[src/rtl/core/kcl_pkg.sv]
package kcl_pkg;

    localparam int CAPACITY = 16;
    localparam int IDX_W = $clog2(CAPACITY);
    localparam int CNT_W = $clog2(CAPACITY + 1);

    typedef enum logic [2:0] {
        KIND_APPEND  = 3'd0,
        KIND_PREPEND = 3'd1,
        KIND_INSERT  = 3'd2,
        KIND_DELETE  = 3'd3,
        KIND_UPDATE  = 3'd4,
        KIND_PRINT   = 3'd5
    } kind_t;

    typedef enum logic [2:0] {
        ST_DONE     = 3'd0,
        ST_DUP      = 3'd1,
        ST_NOTFOUND = 3'd2,
        ST_EMPTY    = 3'd3,
        ST_FULL     = 3'd4
    } status_t;

    typedef enum logic [2:0] {
        S_IDLE,
        S_WALK,
        S_PRINT,
        S_COMMIT,
        S_OUT
    } state_t;

    // Node memory access port driven by the controller.
    typedef struct packed {
        logic             wr_node;
        logic             wr_data;
        logic             wr_link;
        logic [IDX_W-1:0] waddr;
        logic [31:0]      wkey;
        logic [31:0]      wdata;
        logic [IDX_W-1:0] wlink;
        logic [IDX_W-1:0] raddr;
    } mem_req_t;

endpackage

[src/rtl/core/kcl_node_mem.sv]
module kcl_node_mem (
    input  logic                           aclk,
    input  kcl_pkg::mem_req_t              req,
    output logic [31:0]                    rd_key,
    output logic [31:0]                    rd_data,
    output logic [kcl_pkg::IDX_W-1:0]      rd_link
);

    logic [31:0]               key_mem  [kcl_pkg::CAPACITY];
    logic [31:0]               data_mem [kcl_pkg::CAPACITY];
    logic [kcl_pkg::IDX_W-1:0] link_mem [kcl_pkg::CAPACITY];

    // One write port per field, one registered read port.
    always_ff @(posedge aclk) begin
        if (req.wr_node) begin
            key_mem[req.waddr] <= req.wkey;
        end
        if (req.wr_node || req.wr_data) begin
            data_mem[req.waddr] <= req.wdata;
        end
        if (req.wr_link) begin
            link_mem[req.waddr] <= req.wlink;
        end
        rd_key  <= key_mem[req.raddr];
        rd_data <= data_mem[req.raddr];
        rd_link <= link_mem[req.raddr];
    end

endmodule

[src/rtl/core/keyed_circular_list_engine_top.sv]
// Keyed circular list engine.
// Input channel s_*: one beat is one operation (kind, new_key, search_key,
// new_data). Result channel m_*: beats carry status, out_key, out_data, last
// and list_size. Each append, prepend, insert, delete or update gives one
// beat; print gives one beat per node from the head, or one beat with
// status empty; kinds 6 and 7 are accepted and give no beat.
// Nodes live in a node memory with one registered read port. Each
// operation walks the list from the head, each node first addressed and
// then examined from the registered data. One operation is processed at a
// time; s_ready is high only when the engine is idle and its result
// register is empty.
// Reset (aresetn low, synchronous) empties the list and frees all slots;
// the node memory contents need no clearing since free slots are never read.
// When the receiver stalls, the result beat is held in the output register
// and the walk pauses.
module keyed_circular_list_engine_top (
    input  logic        aclk,
    input  logic        aresetn,
    input  logic        s_valid,
    output logic        s_ready,
    input  logic [2:0]  s_kind,
    input  logic signed [31:0] s_new_key,
    input  logic signed [31:0] s_search_key,
    input  logic signed [31:0] s_new_data,
    output logic        m_valid,
    input  logic        m_ready,
    output logic [2:0]  m_status,
    output logic signed [31:0] m_out_key,
    output logic signed [31:0] m_out_data,
    output logic        m_last,
    output logic [4:0]  m_list_size
);

    localparam int IW = kcl_pkg::IDX_W;
    localparam int CW = kcl_pkg::CNT_W;

    kcl_pkg::state_t state_reg, state_next;
    kcl_pkg::mem_req_t req;
    logic [31:0]   rd_key, rd_data;
    logic [IW-1:0] rd_link;

    kcl_node_mem u_mem (
        .aclk   (aclk),
        .req    (req),
        .rd_key (rd_key),
        .rd_data(rd_data),
        .rd_link(rd_link)
    );

    // Control and payload registers.
    logic [kcl_pkg::CAPACITY-1:0] used_reg, used_next;
    logic [IW-1:0] head_reg, head_next;
    logic [CW-1:0] total_reg, total_next;
    logic [2:0]    kind_reg;
    logic [31:0]   nkey_reg, skey_reg, ndata_reg;
    logic [IW-1:0] cur_reg, cur_next, prev_reg, prev_next;
    logic [CW-1:0] cnt_reg, cnt_next;
    logic          phase_reg, phase_next;   // 1 when memory data is valid
    logic          dup_reg, dup_next, fnd_reg, fnd_next;
    logic [IW-1:0] spos_reg, spos_next, spred_reg, spred_next, snext_reg, snext_next;
    logic [31:0]   skdata_reg, skdata_next; // data of found search node
    logic [31:0]   dkey_reg, dkey_next, ddata_reg, ddata_next;
    logic [IW-1:0] tail_reg, tail_next;
    logic          mv_reg, mv_next, ml_reg, ml_next;
    logic [2:0]    ms_reg, ms_next;
    logic [31:0]   mk_reg, mk_next, md_reg, md_next;
    // Slot picked at commit, kept for the second link write.
    logic [IW-1:0] free_idx_reg;

    // Lowest free slot.
    logic          free_ok;
    logic [IW-1:0] free_idx;
    always_comb begin
        free_ok  = 1'b0;
        free_idx = '0;
        for (int i = kcl_pkg::CAPACITY - 1; i >= 0; i--) begin
            if (!used_reg[i]) begin
                free_ok  = 1'b1;
                free_idx = IW'(i);
            end
        end
    end

    logic accept;
    assign s_ready = (state_reg == kcl_pkg::S_IDLE) && !mv_reg;
    assign accept  = s_valid && s_ready;
    logic out_free;
    assign out_free = !mv_reg || m_ready;

    // Next state.
    always_comb begin
        state_next = state_reg;
        case (state_reg)
            kcl_pkg::S_IDLE: begin
                if (accept) begin
                    if (s_kind == kcl_pkg::KIND_PRINT) begin
                        state_next = kcl_pkg::S_PRINT;
                    end else if (s_kind <= kcl_pkg::KIND_UPDATE) begin
                        state_next = (total_reg == '0) ? kcl_pkg::S_COMMIT
                                                       : kcl_pkg::S_WALK;
                    end
                end
            end
            kcl_pkg::S_WALK: begin
                if (phase_reg && cnt_reg == total_reg - CW'(1)) begin
                    state_next = kcl_pkg::S_COMMIT;
                end
            end
            kcl_pkg::S_PRINT: begin
                if (total_reg == '0) begin
                    if (out_free) state_next = kcl_pkg::S_IDLE;
                end else if (phase_reg && out_free && cnt_reg == total_reg - CW'(1)) begin
                    state_next = kcl_pkg::S_IDLE;
                end
            end
            kcl_pkg::S_COMMIT: state_next = kcl_pkg::S_OUT;
            kcl_pkg::S_OUT: begin
                if (out_free) state_next = kcl_pkg::S_IDLE;
            end
            default: state_next = kcl_pkg::S_IDLE;
        endcase
    end

    // Datapath and outputs.
    always_comb begin
        used_next = used_reg;   head_next = head_reg;   total_next = total_reg;
        cur_next = cur_reg;     prev_next = prev_reg;   cnt_next = cnt_reg;
        phase_next = phase_reg; dup_next = dup_reg;     fnd_next = fnd_reg;
        spos_next = spos_reg;   spred_next = spred_reg;
        snext_next = snext_reg; skdata_next = skdata_reg;
        dkey_next = dkey_reg;   ddata_next = ddata_reg;
        tail_next = tail_reg;
        mv_next = mv_reg;       ml_next = ml_reg;       ms_next = ms_reg;
        mk_next = mk_reg;       md_next = md_reg;
        req = '0;
        req.raddr = cur_reg;
        if (mv_reg && m_ready) mv_next = 1'b0;
        case (state_reg)
            kcl_pkg::S_IDLE: begin
                cur_next = head_reg; cnt_next = '0; phase_next = 1'b0;
                dup_next = 1'b0; fnd_next = 1'b0;
                req.raddr = head_reg;
            end
            kcl_pkg::S_WALK: begin
                if (!phase_reg) begin
                    phase_next = 1'b1;
                end else begin
                    // Examine the node just read.
                    if (kind_reg <= kcl_pkg::KIND_INSERT && rd_key == nkey_reg
                            && !dup_reg) begin
                        dup_next = 1'b1;
                        dkey_next = rd_key; ddata_next = rd_data;
                    end
                    if (rd_key == skey_reg && !fnd_reg) begin
                        fnd_next = 1'b1; spos_next = cur_reg;
                        spred_next = prev_reg; snext_next = rd_link;
                        skdata_next = rd_data;
                    end
                    // Predecessor of the head is the tail.
                    if (cnt_reg == total_reg - CW'(1)) begin
                        tail_next = cur_reg;
                        if (!fnd_reg && rd_key != skey_reg) spred_next = cur_reg;
                        else if (fnd_reg && spos_reg == head_reg)
                            spred_next = cur_reg;
                        else if (!fnd_reg && cnt_reg == '0)
                            spred_next = cur_reg;
                    end
                    prev_next = cur_reg; cur_next = rd_link;
                    cnt_next = cnt_reg + CW'(1); phase_next = 1'b0;
                    req.raddr = rd_link;
                end
            end
            kcl_pkg::S_PRINT: begin
                if (total_reg == '0) begin
                    if (out_free) begin
                        mv_next = 1'b1; ms_next = kcl_pkg::ST_EMPTY;
                        mk_next = '0; md_next = '0; ml_next = 1'b1;
                    end
                end else if (!phase_reg) begin
                    phase_next = 1'b1;
                end else if (out_free) begin
                    mv_next = 1'b1; ms_next = kcl_pkg::ST_DONE;
                    mk_next = rd_key; md_next = rd_data;
                    ml_next = (cnt_reg == total_reg - CW'(1));
                    cur_next = rd_link; cnt_next = cnt_reg + CW'(1);
                    phase_next = 1'b0; req.raddr = rd_link;
                end else begin
                    req.raddr = cur_reg;
                end
            end
            kcl_pkg::S_COMMIT: begin
                ml_next = 1'b1;
                mk_next = skey_reg; md_next = '0;
                ms_next = kcl_pkg::ST_NOTFOUND;
                if (kind_reg <= kcl_pkg::KIND_INSERT) begin
                    if (dup_reg) begin
                        ms_next = kcl_pkg::ST_DUP;
                        mk_next = dkey_reg; md_next = ddata_reg;
                    end else if (kind_reg == kcl_pkg::KIND_INSERT && !fnd_reg) begin
                        ms_next = kcl_pkg::ST_NOTFOUND;
                    end else if (!free_ok) begin
                        ms_next = kcl_pkg::ST_FULL;
                        mk_next = nkey_reg; md_next = ndata_reg;
                    end else begin
                        ms_next = kcl_pkg::ST_DONE;
                        mk_next = nkey_reg; md_next = ndata_reg;
                        used_next[free_idx] = 1'b1;
                        total_next = total_reg + CW'(1);
                        req.wr_node = 1'b1; req.wr_link = 1'b1;
                        req.waddr = free_idx; req.wkey = nkey_reg;
                        req.wdata = ndata_reg;
                        if (total_reg == '0) begin
                            head_next = free_idx; req.wlink = free_idx;
                        end else if (kind_reg == kcl_pkg::KIND_INSERT) begin
                            req.wlink = snext_reg;
                        end else begin
                            req.wlink = head_reg;
                            if (kind_reg == kcl_pkg::KIND_PREPEND)
                                head_next = free_idx;
                        end
                    end
                end else if (kind_reg == kcl_pkg::KIND_DELETE) begin
                    if (total_reg == '0) begin
                        ms_next = kcl_pkg::ST_EMPTY; mk_next = '0;
                    end else if (fnd_reg) begin
                        ms_next = kcl_pkg::ST_DONE;
                        mk_next = skey_reg; md_next = skdata_reg;
                        used_next[spos_reg] = 1'b0;
                        total_next = total_reg - CW'(1);
                        if (total_reg == CW'(1)) begin
                            head_next = '0;
                        end else begin
                            req.wr_link = 1'b1; req.waddr = spred_reg;
                            req.wlink = snext_reg;
                            if (spos_reg == head_reg) head_next = snext_reg;
                        end
                    end
                end else begin
                    if (fnd_reg) begin
                        ms_next = kcl_pkg::ST_DONE;
                        mk_next = skey_reg; md_next = ndata_reg;
                        req.wr_data = 1'b1; req.waddr = spos_reg;
                        req.wdata = ndata_reg;
                    end
                end
            end
            kcl_pkg::S_OUT: begin
                // Second link write for add operations.
                if (ms_reg == kcl_pkg::ST_DONE && kind_reg <= kcl_pkg::KIND_INSERT
                        && total_reg != CW'(1)) begin
                    req.wr_link = 1'b1;
                    req.waddr = (kind_reg == kcl_pkg::KIND_INSERT) ? spos_reg : tail_reg;
                    req.wlink = free_idx_reg;
                end
                if (out_free) mv_next = 1'b1;
            end
            default: ;
        endcase
    end

    always_ff @(posedge aclk) begin
        if (state_reg == kcl_pkg::S_COMMIT) free_idx_reg <= free_idx;
    end

    always_ff @(posedge aclk) begin
        if (!aresetn) begin
            state_reg <= kcl_pkg::S_IDLE;
            used_reg  <= '0;
            head_reg  <= '0;
            total_reg <= '0;
            mv_reg    <= 1'b0;
            phase_reg <= 1'b0;
        end else begin
            state_reg <= state_next;
            used_reg  <= used_next;
            head_reg  <= head_next;
            total_reg <= total_next;
            mv_reg    <= mv_next;
            phase_reg <= phase_next;
        end
    end

    always_ff @(posedge aclk) begin
        if (accept) begin
            kind_reg <= s_kind; nkey_reg <= s_new_key;
            skey_reg <= s_search_key; ndata_reg <= s_new_data;
        end
        cur_reg <= cur_next; prev_reg <= prev_next; cnt_reg <= cnt_next;
        dup_reg <= dup_next; fnd_reg <= fnd_next;
        spos_reg <= spos_next; spred_reg <= spred_next; snext_reg <= snext_next;
        skdata_reg <= skdata_next; dkey_reg <= dkey_next; ddata_reg <= ddata_next;
        tail_reg <= tail_next;
        ml_reg <= ml_next; ms_reg <= ms_next; mk_reg <= mk_next; md_reg <= md_next;
    end

    assign m_valid     = mv_reg;
    assign m_status    = ms_reg;
    assign m_out_key   = mk_reg;
    assign m_out_data  = md_reg;
    assign m_last      = ml_reg;
    assign m_list_size = 5'(total_reg);

endmodule

[config.mk]
export PLATFORM = sky130hd
export DESIGN_NAME = keyed_circular_list_engine_top
export DESIGN_NICKNAME = d
export VERILOG_FILES = /design/src/rtl/core/kcl_pkg.sv /design/src/rtl/core/kcl_node_mem.sv /design/src/rtl/core/keyed_circular_list_engine_top.sv
export SDC_FILE = /design/constraint.sdc
export NUM_CORES = 2
export LEC_CHECK = 0
export ABC_AREA = 0
export ABC_CLOCK_PERIOD_IN_PS = 12800
export BUFFER_PORTS_ARGS = -buffer_cell sky130_fd_sc_hd__clkbuf_2
export CORE_MARGIN = 2
export CORE_UTILIZATION = 60
export CTS_BUF_LIST = sky130_fd_sc_hd__clkbuf_4 sky130_fd_sc_hd__clkbuf_8
export DETAILED_ROUTE_END_ITERATION = 10
export PLACE_DENSITY = 0.77
export SLEW_MARGIN = 10
export SYNTH_ARGS = -nofsm -noshare
export SYNTH_HDL_FRONTEND = slang
export SYNTH_SLANG_ARGS = --single-unit
export TNS_END_PERCENT = 30
[constraint.sdc]
create_clock -name aclk -period 12.8 [get_ports aclk]
set_clock_uncertainty 0.1 [all_clocks]
set_input_delay 1.92 -clock aclk [delete_from_list [all_inputs] [get_ports aclk]]
set_output_delay 1.92 -clock aclk [all_outputs]
set_load 0.05 [all_outputs]
==> results.cfg <==
[floorplan]
core-area_um2 = 96700
die_h_um = 316
dieWidth_um = 316
dieArea_um2 = 100000
rows = 114
ios = 178
initial_core_util_pct = 60.5

[sta]
hold_ws_ns = 0.337
timing.final.crit_share_pct = 46.4
clock.fmax_ghz = 0.168
drv_slew = 0
finalSetupViolCount = 0
rsz0062_at_grt = false
hold_violations = 0
max_slew_margin_pct = 18.8
period_needed_ns = 5.94
final.setup.tns_ns = 0
tightest_slew_ns = 1.22

[run]
maxCapViolations = 0

[routing]
via_per_inst = 6.58
drc = 0
wirelength_um = 145000
vias = 33700
drt_pass1_iterations = 6
wl_per_cell_um = 28.3
drt_iter0_drc = 4733
postRouteAntennaNets = 0

[cells_and_area]
area_delta_synth_final_pct = 11.8
layout-drive-gt1-share_pct = 25.3
final_common_cell = edfxtp_1
reg_top3 = u_mem.data_mem: 512 flops, u_mem.key_mem: 512 flops, u_mem.link_mem: 64 flops
nets = 3762
mostFrequentLayoutCells = edfxtp_1, clkbuf_8, clkbuf_2
finalCoreUtilization_pct = 67.6

[clock_tree]
insertion_delay_ns = 0.88
htreeDepth = 4
ctsResizeCount = 0
ctsRootBufferMaster = clkbuf_8
hold_buffers = 0
cts_setup_buffers = 0
cts_tree = done
cts_buffers = 218
clk_path_buf_depth = 3
clk_pin_slew_worst_paths_ns = 0.06
clock_sinks = 1484

[critical_path]
critical_path_required_ns = 13.21
r2r_cells = 10
arrival_ns = 6.35
cp-end-kind = flop
cp.depth = 10
worst_setup_path_start_kind = flop
path_cells = nand3b_2 -> a2111oi_4 -> buf_4 -> nor2b_4 -> buf_4 -> nand2_1 -> a21o_1 -> a211o_1 -> nor2_4 -> buf_4
rr_startpoint = state_reg[1]
rrSetupSlack_ns = 6.86
crit_type = flop to flop
cp_max_fo = 48
rr_endpoint = u_mem.key_mem[13][28]
cp_top_family = simple AND/OR/NAND/NOR gates
critPathMaxStageDelay_ns = 0.91
crit_path_frequent_cell = buf_4
crit_buf_inv = 3
cp_slowest_cell = nand3b_2

[yosys]
yosys-top-cells-area = edfxtp_1, mux4_2, dfxtp_1
synth_top_area_cell = edfxtp_1
yosysTopAreaCellShare_pct = 70.9
syn_area_per_cell_um2 = 17.2
yosysWarnings = 0
synth_fp_nets = 3517
netlist_area_um2 = 58500
yosys_most_used_dff = edfxtp_1
syn_inst = 3409
ys_ff_latch = 1484
ys_seq_area_share_pct = 74.4
async_flop_share_pct = 0
synth_edf_count = 1382
synth_cell_types = 73

[pwr]
p_seq_share_pct = 51.0
p_int_mw = 8.48
switching_power_mw = 3.55
swShare_pct = 29.5
pwr_density_cell_nw_per_um2 = 184
clkPwrFrac_pct = 31.9
irDropWorstVdd_v = 0.000116
pwr-share-comb_pct = 17.0
p_leak_nw = 20.4

[min_path]
hp-class = flop to flop
hold_path_depth = 0
min_from = u_mem.rd_data[30]
hold_end = skdata_reg[30]

[place]
post-dp-hpwl_um = 81100
globalplace.congestion = 0.919
portBuffers = 177

[global_routing]
grt_max_degree = 173
track_usage_pct = 29.1
grt_first_pass_wirelength_um = 214000
overflow = 0
antenna_found_initial = 3
grt_pass1_vias = 33700

[run_status]
status = complete, no violations
==> cell type report <==
| cell class | instances | area (µm²) |
|---|---|---|
| diodes | 4 | 10.0 |
| clock buffers | 342 | 4120 |
| clock inverters | 68 | 388 |
| fillers | 6182 | 31300 |
| inverters | 23 | 88.8 |
| multi-input cells | 1671 | 14100 |
| flip-flops and latches | 1484 | 43500 |
| well taps | 1276 | 1600 |
| repair buffers | 256 | 1500 |
==> cells by family after synthesis <==
| family | Yosys count | synth area share, % |
|---|---|---|
| flops | 1484 | 74.4 |
| xor+xnor | 83 | 1.24 |
| fa+ha+maj | 5 | 0.107 |
| simple gates | 499 | 4.59 |
| buf+inv | 254 | 2.05 |
| mux | 280 | 7.99 |
| compound gates | 804 | 9.59 |
==> worst register-to-register path, stage by stage, from the launching register on <==
cell	delay (ns)
dfxtp_1	0.67
nand3b_2	0.91
a2111oi_4	0.58
buf_4	0.45
nor2b_4	0.22
buf_4	0.49
nand2_1	0.12
a21o_1	0.22
a211o_1	0.62
nor2_4	0.71
buf_4	0.47
==> cell usage after synthesis (all sizes together), types with 32 or more instances <==
cell type and n:
o221ai 68, buf 81, o21a 71, a21oi 85, nand2 86, clkbuf 150
mux4 136, a21boi 47, a211oi 140, a221oi 32, edfxtp 1382, dfxtp 102
and3 140, nor2 97, xnor2 63, o21ai 166, mux2 138, and2 48
a22oi 136
==> routing by layer <==
layer	GRT usage, %	vias up	routed length (µm)
met1	40.7	17000	55400
met2	44.7	2087	67800
li1	-	14300	-
met4	10.1	0	3840
met3	8.16	297	17800
met5	0	-	0
==> stage by stage <==
| step | setup WS [ns] | std cells | instance area, µm² | total power, mW |
|---|---|---|---|---|
| 2_1_floorplan | 4.52 | 3409 | 58500 | 7.48 |
| 3_3_place_gp | 6.83 | 4710 | 60900 | 8.20 |
| 3_5_place_dp | 6.75 | 4710 | 60900 | 8.24 |
| 4_1_cts | 6.93 | 5120 | 65400 | 12.0 |
| 5_1_grt | 6.62 | 5121 | 65400 | 12.4 |
| 6_report | 6.86 | 5124 | 65400 | 12.0 |
==> worst max path at each step <==
stage | start | endpoint | slack [ns]
global placement | m_ready | u_mem.rd_key[27] | 6.83
global route | state_reg[0] | u_mem.key_mem[13][30] | 6.62
detailed placement | m_ready | u_mem.rd_link[0] | 6.75
floorplan | kind_reg[2] | ddata_reg[0] | 4.52
finish | state_reg[1] | u_mem.key_mem[13][28] | 6.86
CTS | state_reg[0] | u_mem.key_mem[13][31] | 6.93
==> power groups by stage <==
stage | registers, mW | logic (mW) | clock network (mW)
global route | 6.15 | 2.19 | 4.08
finish | 6.14 | 2.05 | 3.84
CTS | 6.12 | 2.04 | 3.88
detailed placement | 6.22 | 2.02 | 0
floorplan | 6.29 | 1.19 | 0
global placement | 6.21 | 1.99 | 0
Note: power is estimated with default switching activity, not from simulation.
